`src/rtl/cft_pkg.sv`:
```
// ----------------------------------------------------------------------------
// cft_pkg
// Shared types and constants of the CSV field tokenizer.
// ----------------------------------------------------------------------------
package cft_pkg;

  // field length cap and field count limit
  localparam int unsigned FieldLen  = 256;
  localparam int unsigned MaxFields = 256;

  // width of the per-field fill counter, it holds up to FieldLen-1
  localparam int unsigned FillW = $clog2(FieldLen);
  localparam logic [FillW-1:0] FillMax = FillW'(FieldLen - 1);

  // field index stops at the smaller of MaxFields-1 and 255
  localparam int unsigned FieldCapInt = (MaxFields - 1 < 255) ? (MaxFields - 1) : 255;
  localparam logic [7:0]  FieldCap    = 8'(FieldCapInt);

  // token queue between front and back
  localparam int unsigned QueueDepth = 2;
  localparam int unsigned QPtrW      = (QueueDepth > 1) ? $clog2(QueueDepth) : 1;
  localparam int unsigned QCntW      = $clog2(QueueDepth + 1);

  // character codes
  localparam logic [7:0] QuoteCh   = 8'h22;
  localparam logic [7:0] NewlineCh = 8'h0A;
  localparam logic [7:0] SpaceCh   = 8'h20;
  localparam logic [7:0] TabCh     = 8'h09;
  localparam logic [7:0] SepReset  = 8'h2C;

  // byte classes handed from front to back
  typedef enum logic [2:0] {
    TokNone = 3'd0,
    TokData = 3'd1,
    TokLitq = 3'd2,
    TokSep  = 3'd3,
    TokEol  = 3'd4
  } tok_kind_e;

  typedef struct packed {
    tok_kind_e  kind;
    logic [7:0] data;
    logic       fin;
  } tok_t;

  // one result item
  typedef struct packed {
    logic        has_byte;
    logic [7:0]  out_byte;
    logic        end_of_field;
    logic        end_of_record;
    logic [7:0]  field_index;
    logic [31:0] record_index;
    logic        truncated;
  } res_t;

  // queue to back handshake
  typedef struct packed {
    logic valid;
    tok_t tok;
  } q_out_t;

endpackage

```
`src/rtl/cft_front.sv`:
```
// ----------------------------------------------------------------------------
// cft_front
// Quote tracking and byte classification; pushes tokens into the queue.
// ----------------------------------------------------------------------------
module cft_front (
  input  logic              clk_i,
  input  logic              rst_ni,
  input  logic              accept_i,
  input  logic [7:0]        data_byte_i,
  input  logic              final_req_i,
  input  logic [7:0]        separator_i,
  output logic              push_o,
  output cft_pkg::tok_t     tok_o
);
  import cft_pkg::*;

  logic      in_quotes_q, in_quotes_d;
  logic      quote_pend_q, quote_pend_d;
  logic      iq_eff;
  tok_kind_e kind;

  // classify against the quote state in effect for this byte
  always_comb begin
    in_quotes_d  = in_quotes_q;
    quote_pend_d = 1'b0;
    iq_eff       = in_quotes_q;
    kind         = TokData;
    if (quote_pend_q && data_byte_i == QuoteCh) begin
      kind = TokLitq;
    end else if (!quote_pend_q && data_byte_i == QuoteCh) begin
      quote_pend_d = 1'b1;
      kind         = TokNone;
    end else begin
      if (quote_pend_q) begin
        iq_eff      = !in_quotes_q;
        in_quotes_d = !in_quotes_q;
      end
      if (!iq_eff && data_byte_i == NewlineCh) begin
        kind = TokEol;
      end else if (!iq_eff && data_byte_i == separator_i) begin
        kind = TokSep;
      end else begin
        kind = TokData;
      end
    end
  end

  assign tok_o.kind = kind;
  assign tok_o.data = data_byte_i;
  assign tok_o.fin  = final_req_i;
  assign push_o     = accept_i && (kind != TokNone || final_req_i);

  // quote state, cleared by a final byte
  always_ff @(posedge clk_i or negedge rst_ni) begin
    if (!rst_ni) begin
      in_quotes_q  <= 1'b0;
      quote_pend_q <= 1'b0;
    end else if (accept_i) begin
      if (final_req_i) begin
        in_quotes_q  <= 1'b0;
        quote_pend_q <= 1'b0;
      end else begin
        in_quotes_q  <= in_quotes_d;
        quote_pend_q <= quote_pend_d;
      end
    end
  end

endmodule

```
`src/rtl/cft_queue.sv`:
```
// ----------------------------------------------------------------------------
// cft_queue
// Short token queue that lets front and back stall independently.
// ----------------------------------------------------------------------------
module cft_queue (
  input  logic              clk_i,
  input  logic              rst_ni,
  input  logic              push_i,
  input  cft_pkg::tok_t     tok_i,
  output logic              full_o,
  input  logic              pop_i,
  output cft_pkg::q_out_t   q_o
);
  import cft_pkg::*;

  tok_t             mem_q [QueueDepth];
  logic [QPtrW-1:0] wr_ptr_q, wr_ptr_d;
  logic [QPtrW-1:0] rd_ptr_q, rd_ptr_d;
  logic [QCntW-1:0] cnt_q, cnt_d;
  logic             do_push, do_pop;

  assign full_o   = (cnt_q == QCntW'(QueueDepth));
  assign q_o.valid = (cnt_q != '0);
  assign q_o.tok   = mem_q[rd_ptr_q];
  assign do_push  = push_i && !full_o;
  assign do_pop   = pop_i && q_o.valid;

  // pointer and count update with wrap at the queue depth
  always_comb begin
    wr_ptr_d = wr_ptr_q;
    rd_ptr_d = rd_ptr_q;
    cnt_d    = cnt_q;
    if (do_push) begin
      wr_ptr_d = (wr_ptr_q == QPtrW'(QueueDepth - 1)) ? '0 : wr_ptr_q + 1'b1;
    end
    if (do_pop) begin
      rd_ptr_d = (rd_ptr_q == QPtrW'(QueueDepth - 1)) ? '0 : rd_ptr_q + 1'b1;
    end
    if (do_push && !do_pop) begin
      cnt_d = cnt_q + 1'b1;
    end else if (do_pop && !do_push) begin
      cnt_d = cnt_q - 1'b1;
    end
  end

  always_ff @(posedge clk_i or negedge rst_ni) begin
    if (!rst_ni) begin
      wr_ptr_q <= '0;
      rd_ptr_q <= '0;
      cnt_q    <= '0;
    end else begin
      wr_ptr_q <= wr_ptr_d;
      rd_ptr_q <= rd_ptr_d;
      cnt_q    <= cnt_d;
    end
  end

  // token storage
  always_ff @(posedge clk_i) begin
    if (do_push) begin
      mem_q[wr_ptr_q] <= tok_i;
    end
  end

endmodule

```
`src/rtl/cft_back.sv`:
```
// ----------------------------------------------------------------------------
// cft_back
// Field and record bookkeeping; builds result items into an output register.
// ----------------------------------------------------------------------------
module cft_back (
  input  logic              clk_i,
  input  logic              rst_ni,
  input  cft_pkg::q_out_t   q_i,
  output logic              pop_o,
  output logic              out_valid_o,
  input  logic              out_stall_i,
  output cft_pkg::res_t     res_o
);
  import cft_pkg::*;

  logic [FillW-1:0] fill_q, fill_d;
  logic [7:0]       field_num_q, field_num_d;
  logic [31:0]      record_num_q, record_num_d;
  logic             ovf_q, ovf_d;
  logic             out_valid_q, out_valid_d;
  res_t             res_q, res_d;

  logic             load, content, drop_ws, at_cap, has, ovf_new, emit, is_sep, is_eol;
  tok_t             tok;

  assign tok     = q_i.tok;
  assign load    = !out_valid_q || !out_stall_i;
  assign pop_o   = q_i.valid && load;

  // per-token decisions
  always_comb begin
    is_sep  = (tok.kind == TokSep);
    is_eol  = (tok.kind == TokEol);
    content = (tok.kind == TokData) || (tok.kind == TokLitq);
    drop_ws = (tok.kind == TokData) && (fill_q == '0) &&
              (tok.data == SpaceCh || tok.data == TabCh);
    at_cap  = (fill_q >= FillMax);
    has     = content && !drop_ws && !at_cap;
    ovf_new = ovf_q || (content && !drop_ws && at_cap);
    emit    = has || is_sep || is_eol || tok.fin;

    res_d.has_byte      = has;
    res_d.out_byte      = has ? tok.data : 8'h00;
    res_d.end_of_field  = is_sep || is_eol || tok.fin;
    res_d.end_of_record = is_eol || tok.fin;
    res_d.field_index   = field_num_q;
    res_d.record_index  = record_num_q;
    res_d.truncated     = ovf_new;
  end

  // stream state update
  always_comb begin
    fill_d       = fill_q;
    field_num_d  = field_num_q;
    record_num_d = record_num_q;
    ovf_d        = ovf_q;
    if (tok.fin) begin
      fill_d       = '0;
      field_num_d  = '0;
      record_num_d = '0;
      ovf_d        = 1'b0;
    end else if (is_sep) begin
      fill_d = '0;
      ovf_d  = 1'b0;
      if (field_num_q < FieldCap) begin
        field_num_d = field_num_q + 8'd1;
      end
    end else if (is_eol) begin
      fill_d      = '0;
      ovf_d       = 1'b0;
      field_num_d = '0;
      if (record_num_q != 32'hFFFF_FFFF) begin
        record_num_d = record_num_q + 32'd1;
      end
    end else begin
      ovf_d = ovf_new;
      if (has) begin
        fill_d = fill_q + 1'b1;
      end
    end
  end

  assign out_valid_d = load ? (pop_o && emit) : out_valid_q;

  always_ff @(posedge clk_i or negedge rst_ni) begin
    if (!rst_ni) begin
      fill_q       <= '0;
      field_num_q  <= '0;
      record_num_q <= '0;
      ovf_q        <= 1'b0;
      out_valid_q  <= 1'b0;
    end else begin
      out_valid_q <= out_valid_d;
      if (pop_o) begin
        fill_q       <= fill_d;
        field_num_q  <= field_num_d;
        record_num_q <= record_num_d;
        ovf_q        <= ovf_d;
      end
    end
  end

  // result payload
  always_ff @(posedge clk_i) begin
    if (pop_o && emit) begin
      res_q <= res_d;
    end
  end

  assign out_valid_o = out_valid_q;
  assign res_o       = res_q;

endmodule

```
`src/rtl/csv_field_tokenizer.sv`:
```
// ----------------------------------------------------------------------------
// csv_field_tokenizer
// Splits a CSV byte stream into fields and records, one byte per transaction.
//
//   channel  direction  handshake              payload
//   in       sink       in_valid_i/in_stall_o  data_byte_i, final_req_i
//   out      source     out_valid_o/out_stall_i has_byte_o .. truncated_o
//   cfg      sink       cfg_valid_i/cfg_ready_o cfg_data_i (separator)
//
// One byte per cycle sustained while out is not stalled; a result passes
// through front classification, a queue slot and the back output register.
// Reset clears quote state, counters and queue; separator returns to comma.
// A stall on out fills the two-entry token queue, then raises in_stall_o.
// A held quote is not queued unless it is the final byte; other bytes that
// give no result (leading blanks, capped bytes) still pass through the queue
// and are each popped by the back.
// ----------------------------------------------------------------------------
module csv_field_tokenizer (
  input  logic        clk_i,
  input  logic        rst_ni,
  input  logic        in_valid_i,
  output logic        in_stall_o,
  input  logic [7:0]  data_byte_i,
  input  logic        final_req_i,
  output logic        out_valid_o,
  input  logic        out_stall_i,
  output logic        has_byte_o,
  output logic [7:0]  out_byte_o,
  output logic        end_of_field_o,
  output logic        end_of_record_o,
  output logic [7:0]  field_index_o,
  output logic [31:0] record_index_o,
  output logic        truncated_o,
  input  logic        cfg_valid_i,
  output logic        cfg_ready_o,
  input  logic [7:0]  cfg_data_i
);
  import cft_pkg::*;

  logic [7:0] separator_q;
  logic       in_accept, push, full, pop;
  tok_t       tok;
  q_out_t     q_out;
  res_t       res;

  // separator register
  assign cfg_ready_o = 1'b1;
  always_ff @(posedge clk_i or negedge rst_ni) begin
    if (!rst_ni) begin
      separator_q <= SepReset;
    end else if (cfg_valid_i && cfg_ready_o) begin
      separator_q <= cfg_data_i;
    end
  end

  assign in_stall_o = full;
  assign in_accept  = in_valid_i && !in_stall_o;

  cft_front u_front (
    .clk_i       (clk_i),
    .rst_ni      (rst_ni),
    .accept_i    (in_accept),
    .data_byte_i (data_byte_i),
    .final_req_i (final_req_i),
    .separator_i (separator_q),
    .push_o      (push),
    .tok_o       (tok)
  );

  cft_queue u_queue (
    .clk_i  (clk_i),
    .rst_ni (rst_ni),
    .push_i (push),
    .tok_i  (tok),
    .full_o (full),
    .pop_i  (pop),
    .q_o    (q_out)
  );

  cft_back u_back (
    .clk_i       (clk_i),
    .rst_ni      (rst_ni),
    .q_i         (q_out),
    .pop_o       (pop),
    .out_valid_o (out_valid_o),
    .out_stall_i (out_stall_i),
    .res_o       (res)
  );

  // result fields
  assign has_byte_o      = res.has_byte;
  assign out_byte_o      = res.out_byte;
  assign end_of_field_o  = res.end_of_field;
  assign end_of_record_o = res.end_of_record;
  assign field_index_o   = res.field_index;
  assign record_index_o  = res.record_index;
  assign truncated_o     = res.truncated;

endmodule
```
`config.mk`:
```
export PLATFORM = sky130hd
export DESIGN_NAME = csv_field_tokenizer
export DESIGN_NICKNAME = d
export VERILOG_FILES = /design/src/rtl/cft_pkg.sv /design/src/rtl/cft_front.sv /design/src/rtl/cft_queue.sv /design/src/rtl/cft_back.sv /design/src/rtl/csv_field_tokenizer.sv
export SDC_FILE = /design/constraint.sdc
export NUM_CORES = 1
export LEC_CHECK = 0
export BUFFER_PORTS_ARGS = -buffer_cell sky130_fd_sc_hd__buf_4
export CORE_ASPECT_RATIO = 1.4
export CORE_MARGIN = 2
export CORE_UTILIZATION = 60
export CTS_BUF_LIST = sky130_fd_sc_hd__clkbuf_4
export DETAILED_ROUTE_END_ITERATION = 10
export PLACE_DENSITY = 0.82
export SLEW_MARGIN = 10
export SYNTH_ARGS = -nofsm -noshare
export SYNTH_HDL_FRONTEND = slang
export SYNTH_SLANG_ARGS = --single-unit
export TNS_END_PERCENT = 5
```
`constraint.sdc`:
```
create_clock -name clk_i -period 8 [get_ports clk_i]
set_clock_uncertainty 0.1 [all_clocks]
set_input_delay 0.8 -clock clk_i [delete_from_list [all_inputs] [get_ports clk_i]]
set_output_delay 0.8 -clock clk_i [all_outputs]
set_load 0.005 [all_outputs]
```
==> flow_summary.ini, run 1 <==
[power_and_ir_drop]
p_sw_uw = 734
p_int_uw = 1480
powerDensity_nw_per_um2 = 311
peakVddDrop_mv = 0.265
sequentialPowerShare_pct = 50.6
clkPwrFrac_pct = 20.9
switching_share_pct = 33.1
p_comb_share_pct = 28.6
leakagePower_uw = 0.00292
power_uw = 2220

[synthesis]
synth_top_family_by_area = simple AND/OR/NAND/NOR gates
post_synth_fa_ha_maj_area_fraction_pct = 1.01
syn_nets = 525
muxShareOfSynthArea_pct = 3.45
ys.flop_type = edfxtp_1
synth_xor_area_share_pct = 4.97
async_flop_share_pct = 45.7
synth.cell_area_sq_um = 6170
synth.ff_latch_count = 140
ys_warn_count = 0
ys_types = 68
synth_area_per_cell_sq_um = 12.4
synth-compound-area-share_pct = 8.45
syn_inst = 498
ys_seq_area_share_pct = 63.0
synth_simple_gate_area_share_pct = 16.9
synth_edf_count = 76

[timing]
fin_crit_sh_pct = 44.7
slew_headroom_pct = 28.8
worst_slew_pin_slew_ns = 1.07
fin_tns_setup_ns = 0
final.min_clock_period_ns = 3.57
setup_viol = 0
rsz0062_at_grt = no
drv_slew = 0
hold_viol = 0
hold_slack_ns = 0.230
max_freq_ghz = 0.280

[cells_and_area]
fin_nets = 605
fill_cells = 675
final_layout_size_suffix_gt1_share_pct = 22.3
layout_common_cells = buf_4 (76), edfxtp_1 (76), dfrtp_1 (61), nor2_1 (47), nand2_1 (37)
diodes = 0
synthToLayoutAreaGrowth_pct = 15.6

[critical_path]
r2r_setup_slack_ns = 4.43
crit_fanout = 52
critical_path_class = flop to flop
cp-start-kind = flop
end_kind = flop
r2r-end = u_back.res_o[36]$_DFFE_PP_
critPathRequiredTime_ns = 8.06
arrival_ns = 3.64
r2r_start = u_queue.rd_ptr_q$_DFFE_PN0P_
reg2regPathDepth = 5

[clock_network]
worstSkewPairLatency_ns = 0.54
clockBufferDepth = 2
path_clk_slew_ns = 0.13
cts_sinks = 140
htree_levels = 4
post_cts_buffers = 0
root_buffer = clkbuf_4
cts_buffers = 17
postCtsResizedCells = 0
cts_tree = built
ctsHoldBuffers = 0

[place]
place_congestion = 0.857
place.port_buffers = 75
dp_hpwl_microns = 8660

[die]
initial_core_util_pct = 62.0
die_h_microns = 124
placement_rows = 43
core_sq_um = 9950
die_area_sq_um = 11100
die_x_microns = 89.7
io_pins = 77

[routing]
drc = 0
ant_nets = 0
drt_pre_antenna_iters = 5
num_vias = 4285
wirelength_microns = 12000
drtIter0Drc = 237
detail_route.wl_per_cell_microns = 16.5
vias_per_cell = 5.90

[global_route]
grt_pass1_vias = 4315
overflow = 0
antenna_found_initial = 0
grt_pass1_wl_microns = 19600
grt_max_degree = 65
grtUsageTotal_pct = 22.6

[min_path]
min_path_type = input port to asynchronous set/reset pin

[run_status]
outcome = completed

[job]
cap_violations = 0
-- layer usage --
layer / track usage (%) / wire length (microns)
met5: 0 / 0
met4: 13.0 / 395
met3: 5.14 / 553
met2: 43.4 / 6770
met1: 22.5 / 4270
-- through the flow --
stage                     cells  area [sq um]  setup WS, ns  utilization (%)
after floorplan             498          6170          4.88                -
after global placement      694          6840          4.59             68.7
after detailed placement    694          6840          4.46             68.7
after CTS                   726          7130          4.43             71.7
after global routing        726          7130          4.15             71.7
final                       726          7130          4.43             71.7
-- worst max path at each step --
stage / startpoint / slack (ns) / end
CTS: u_queue.rd_ptr_q$_DFFE_PN0P_ / 4.43 / u_back.res_o[18]$_DFFE_PP_
floorplan: u_back.fill_q[0]$_DFFE_PN0P_ / 4.88 / u_back.res_o[0]$_DFFE_PP_
detailed placement: u_queue.rd_ptr_q$_DFFE_PN0P_ / 4.46 / u_back.res_o[31]$_DFFE_PP_
finish: u_queue.rd_ptr_q$_DFFE_PN0P_ / 4.43 / u_back.res_o[36]$_DFFE_PP_
global placement: u_queue.rd_ptr_q$_DFFE_PN0P_ / 4.59 / u_back.res_o[30]$_DFFE_PP_
global route: u_queue.rd_ptr_q$_DFFE_PN0P_ / 4.15 / u_back.res_o[35]$_DFFE_PP_
-- power by group through the flow --
stage	clock network, uW	logic, uW	registers (uW)
floorplan	0	351	1120
global placement	0	621	1130
detailed placement	0	641	1140
CTS	470	643	1120
global route	495	696	1150
finish	462	633	1120
-- Yosys cell counts (2+ instances only) --
cell type   n  share of area, %
dfrtp_1    61                25
nand2b_1    7              0.71
and3_1     12               1.2
nor4b_1     2              0.28
and4_1      5              0.71
nor2_1     47               2.9
edfxtp_1   76                37
nand2_1    37               2.3
or3_1       7              0.71
or4_1       4              0.49
buf_2       6              0.49
ha_1        5               1.0
inv_1      14              0.85
o21ai_1     3              0.24
nand4b_1    3              0.43
xor2_1     24               3.4
xnor2_1    11               1.6
mux2i_1    10               1.6
nand3_2     2              0.32
a31oi_1     2              0.20
o211ai_1    5              0.61
o21a_1      2              0.24
nor3b_1     4              0.49
nand4_1    13               1.3
dfstp_2     3               1.3
and2_1      6              0.61
o31ai_1     9               1.1
o311ai_0    4              0.57
clkbuf_1    7              0.43
mux2_2     10               1.8
o2111ai_1   2              0.28
nor4_1      3              0.30
o21ai_0    21               1.7
nor4b_4     2              0.77
a21oi_1    11              0.89
nand3_1    21               1.7
nor3_1      6              0.49
-- flip-flops by register name (all words and copies together) (netlist names) --
name and flops:
separator_q 8, u_back.field_num_q 8, u_back.fill_q 8, u_back.out_valid_o 1
u_back.ovf_q 1, u_back.record_num_q 32, u_back.res_o 52, u_front.in_quotes_q 1
u_front.quote_pend_q 1, u_queue.cnt_q 2, u_queue.mem_q 24, u_queue.rd_ptr_q 1
u_queue.wr_ptr_q 1
-- critical path, stage by stage (launching register included) --
cell     delay [ns]
dfrtp_1        1.00
a32oi_1        0.29
a31oi_1        0.44
o21ai_2        0.29
a21o_1         0.28
inv_2          0.78
-- logic make-up after synthesis --
logic type | after synthesis
flops | 140
xor+xnor | 35
other cells | 1
simple gates | 190
mux | 20
buf+inv | 30
compound gates | 77
fa+ha+maj | 5
-- cell type report --
cell class              count  area (sq um)  share of cell area [%]
well taps                 135           169                    2.37
clock buffers              18           135                    1.89
clock inverters            14           161                    2.26
flip-flops and latches    140          3890                    54.5
repair buffers             76           571                    8.00
multi-input cells         328          2150                    30.2
inverters                  15          56.3                   0.789
Note: power is estimated with default switching activity, not from simulation.
==> inputs of run 2 (changes only) <==
--- a/config.mk
+++ b/config.mk
@@ -8,10 +8,10 @@
 export BUFFER_PORTS_ARGS = -buffer_cell sky130_fd_sc_hd__buf_4
 export CORE_ASPECT_RATIO = 1.4
 export CORE_MARGIN = 2
-export CORE_UTILIZATION = 60
+export CORE_UTILIZATION = 54
 export CTS_BUF_LIST = sky130_fd_sc_hd__clkbuf_4
 export DETAILED_ROUTE_END_ITERATION = 10
-export PLACE_DENSITY = 0.82
+export PLACE_DENSITY = 0.78
 export SLEW_MARGIN = 10
 export SYNTH_ARGS = -nofsm -noshare
 export SYNTH_HDL_FRONTEND = slang
==> constraint.sdc (replaced) <==
create_clock -name clk_i -period 3.11 [get_ports clk_i]
set_clock_uncertainty 0.1 [all_clocks]
set_input_delay 0.311 -clock clk_i [delete_from_list [all_inputs] [get_ports clk_i]]
set_output_delay 0.311 -clock clk_i [all_outputs]
set_load 0.005 [all_outputs]
==> flow_summary.ini, run 2 (same netlist as run 1, synthesis figures left out) <==
[critical_path]
path_delay_family = compound AO/OA/AOI/OAI gates
critical_path_class = flop to flop
critical_path_buf_inv_count = 2
arrival_ns = 2.89
r2r_start = u_queue.rd_ptr_q$_DFFE_PN0P_
end_kind = flop
critPathRequiredTime_ns = 3.22
crit_fanout = 52
cp-start-kind = flop
reg2regPathDepth = 7
crit_path_top_delay_cell = dfrtp_1
cp_cell_sequence = or4_1 -> o22ai_1 -> o311ai_1 -> o21ai_2 -> a21o_1 -> clkinvlp_4 -> buf_4
r2r-end = u_back.res_o[2]$_DFFE_PP_
cpPeakStageDelay_ns = 0.58
r2r_setup_slack_ns = 0.33

[routing]
drt_pre_antenna_iters = 5
met2WireLength_microns = 6760
drc = 0
detail_route.wl_per_cell_microns = 16.5
vias_per_cell = 5.79
top_layer = met4
wirelength_microns = 12700
ant_nets = 0
num_vias = 4476
wl_met3_microns = 671
wl_met1_microns = 4850
drtIter0Drc = 315

[cells_and_area]
synthToLayoutAreaGrowth_pct = 21.3
final_layout_size_suffix_gt1_share_pct = 22.6
fin_nets = 643
diodes = 0
layout_common_cells = buf_4 (86), edfxtp_1 (76), dfrtp_1 (61), nor2_1 (47), nand2_1 (37)
largest_register_ffs = 52
layout_commonest_cell = buf_4

[clock_network]
post_cts_buffers = 0
cts_tree = built
worstSkewPairLatency_ns = 0.54
clockBufferDepth = 2
cts_buffers = 17
path_clk_slew_ns = 0.12
htree_levels = 4
root_buffer = clkbuf_4
cts_sinks = 140

[place]
place_congestion = 0.849
place.port_buffers = 75
dp_hpwl_microns = 8590

[timing]
slew_headroom_pct = 39.8
worst_slew_pin_slew_ns = 0.900
fin_tns_setup_ns = 0
setup_viol = 0
max_freq_ghz = 0.360
hold_viol = 0
drv_slew = 0
rsz0062_at_grt = no
final.min_clock_period_ns = 2.78
fin_crit_sh_pct = 89.3

[power_and_ir_drop]
powerDensity_nw_per_um2 = 775
p_sw_uw = 1910
clkPwrFrac_pct = 20.1
p_comb_share_pct = 30.8
leakagePower_uw = 0.00308
p_int_uw = 3900
power_uw = 5800
sequentialPowerShare_pct = 49.1
switching_share_pct = 32.8
peakVddDrop_mv = 0.530

[global_route]
grt_pass1_wl_microns = 20900
antenna_found_initial = 0
grtUsageTotal_pct = 22.3
overflow = 0
grt_max_degree = 65
grt_pass1_vias = 4436

[die]
die_x_microns = 94.4
initial_core_util_pct = 55.0
die_h_microns = 131
io_pins = 77
placement_rows = 46
core_sq_um = 11200
die_area_sq_um = 12300

[run_status]
outcome = completed

[job]
cap_violations = 0

[min_path]
min_path_type = input port to asynchronous set/reset pin
[run 2: cell types whose count changed in the layout (fill, tap and decap cells not counted)]
cell and delta:
dlygate4sd3_1 +28, buf_4 +10, clkinv_2 +4, clkinv_4 -1
inv_2 -1, inv_6 -1, inv_8 -1, o311ai_0 -1
o311ai_1 +1
[run 2: repair_timing]
item	4_1_cts	5_1_grt
resized for setup	0	1
setup endpoints to repair	0	8
hold buffers	28	0
endpoints found under the hold margin	92	0
[run 2: worst max-delay path by stage]
stage                                      start                    endpoint  slack, ns  depth (start not counted)
global route        u_queue.rd_ptr_q$_DFFE_PN0P_   u_back.res_o[0]$_DFFE_PP_       0.18                          7
floorplan           u_queue.rd_ptr_q$_DFFE_PN0P_   u_back.res_o[0]$_DFFE_PP_       0.22                          7
detailed placement  u_queue.rd_ptr_q$_DFFE_PN0P_  u_back.res_o[28]$_DFFE_PP_       0.37                          7
finish              u_queue.rd_ptr_q$_DFFE_PN0P_   u_back.res_o[2]$_DFFE_PP_       0.33                          7
CTS                 u_queue.rd_ptr_q$_DFFE_PN0P_  u_back.res_o[25]$_DFFE_PP_       0.33                          7
global placement    u_queue.rd_ptr_q$_DFFE_PN0P_  u_back.res_o[37]$_DFFE_PP_       0.43                          7
[run 2: routing by layer]
layer | vias to the layer above | track usage, %
li1 | 2085 | -
met1 | 2171 | 24.9
met2 | 174 | 39.0
met3 | 46 | 5.91
met4 | 0 | 11.6
met5 | - | 0
[run 2: power groups by stage]
stage / Sequential, uW / Clock, uW / Combinational [uW]
after detailed placement: 2890 / 0 / 1760
final: 2850 / 1170 / 1790
after global routing: 2910 / 1260 / 1980
after global placement: 2870 / 0 / 1710
after floorplan: 2860 / 0 / 911
after CTS: 2850 / 1180 / 1800
[run 2: stage by stage]
stage	hold WS, ns	instances	util, %	cell area (sq um)	worst slack (ns)
detailed placement	0.360	713	61.7	6930	0.375
global placement	0.357	713	61.7	6930	0.426
finish	0.298	773	66.7	7490	0.333
floorplan	-0.0846	498	-	6180	0.221
CTS	0.297	773	66.7	7490	0.331
global route	0.343	773	66.7	7490	0.180
[run 2: layout make-up]
cell class,count,area (sq um)
Timing Repair Buffer,114,926
Inverter,15,60.1
Clock inverter,14,145
Sequential cell,140,3890
Clock buffer,18,135
Tap cell,144,180
Fill cell,812,3740
Multi-Input combinational cell,328,2150
[run 2: worst reg2reg max path, cell delays in order (launching register included)]
cell and delay [ns]:
dfrtp_1 0.58, or4_1 0.58, o22ai_1 0.18, o311ai_1 0.16, o21ai_2 0.16, a21o_1 0.24
clkinvlp_4 0.10, buf_4 0.32
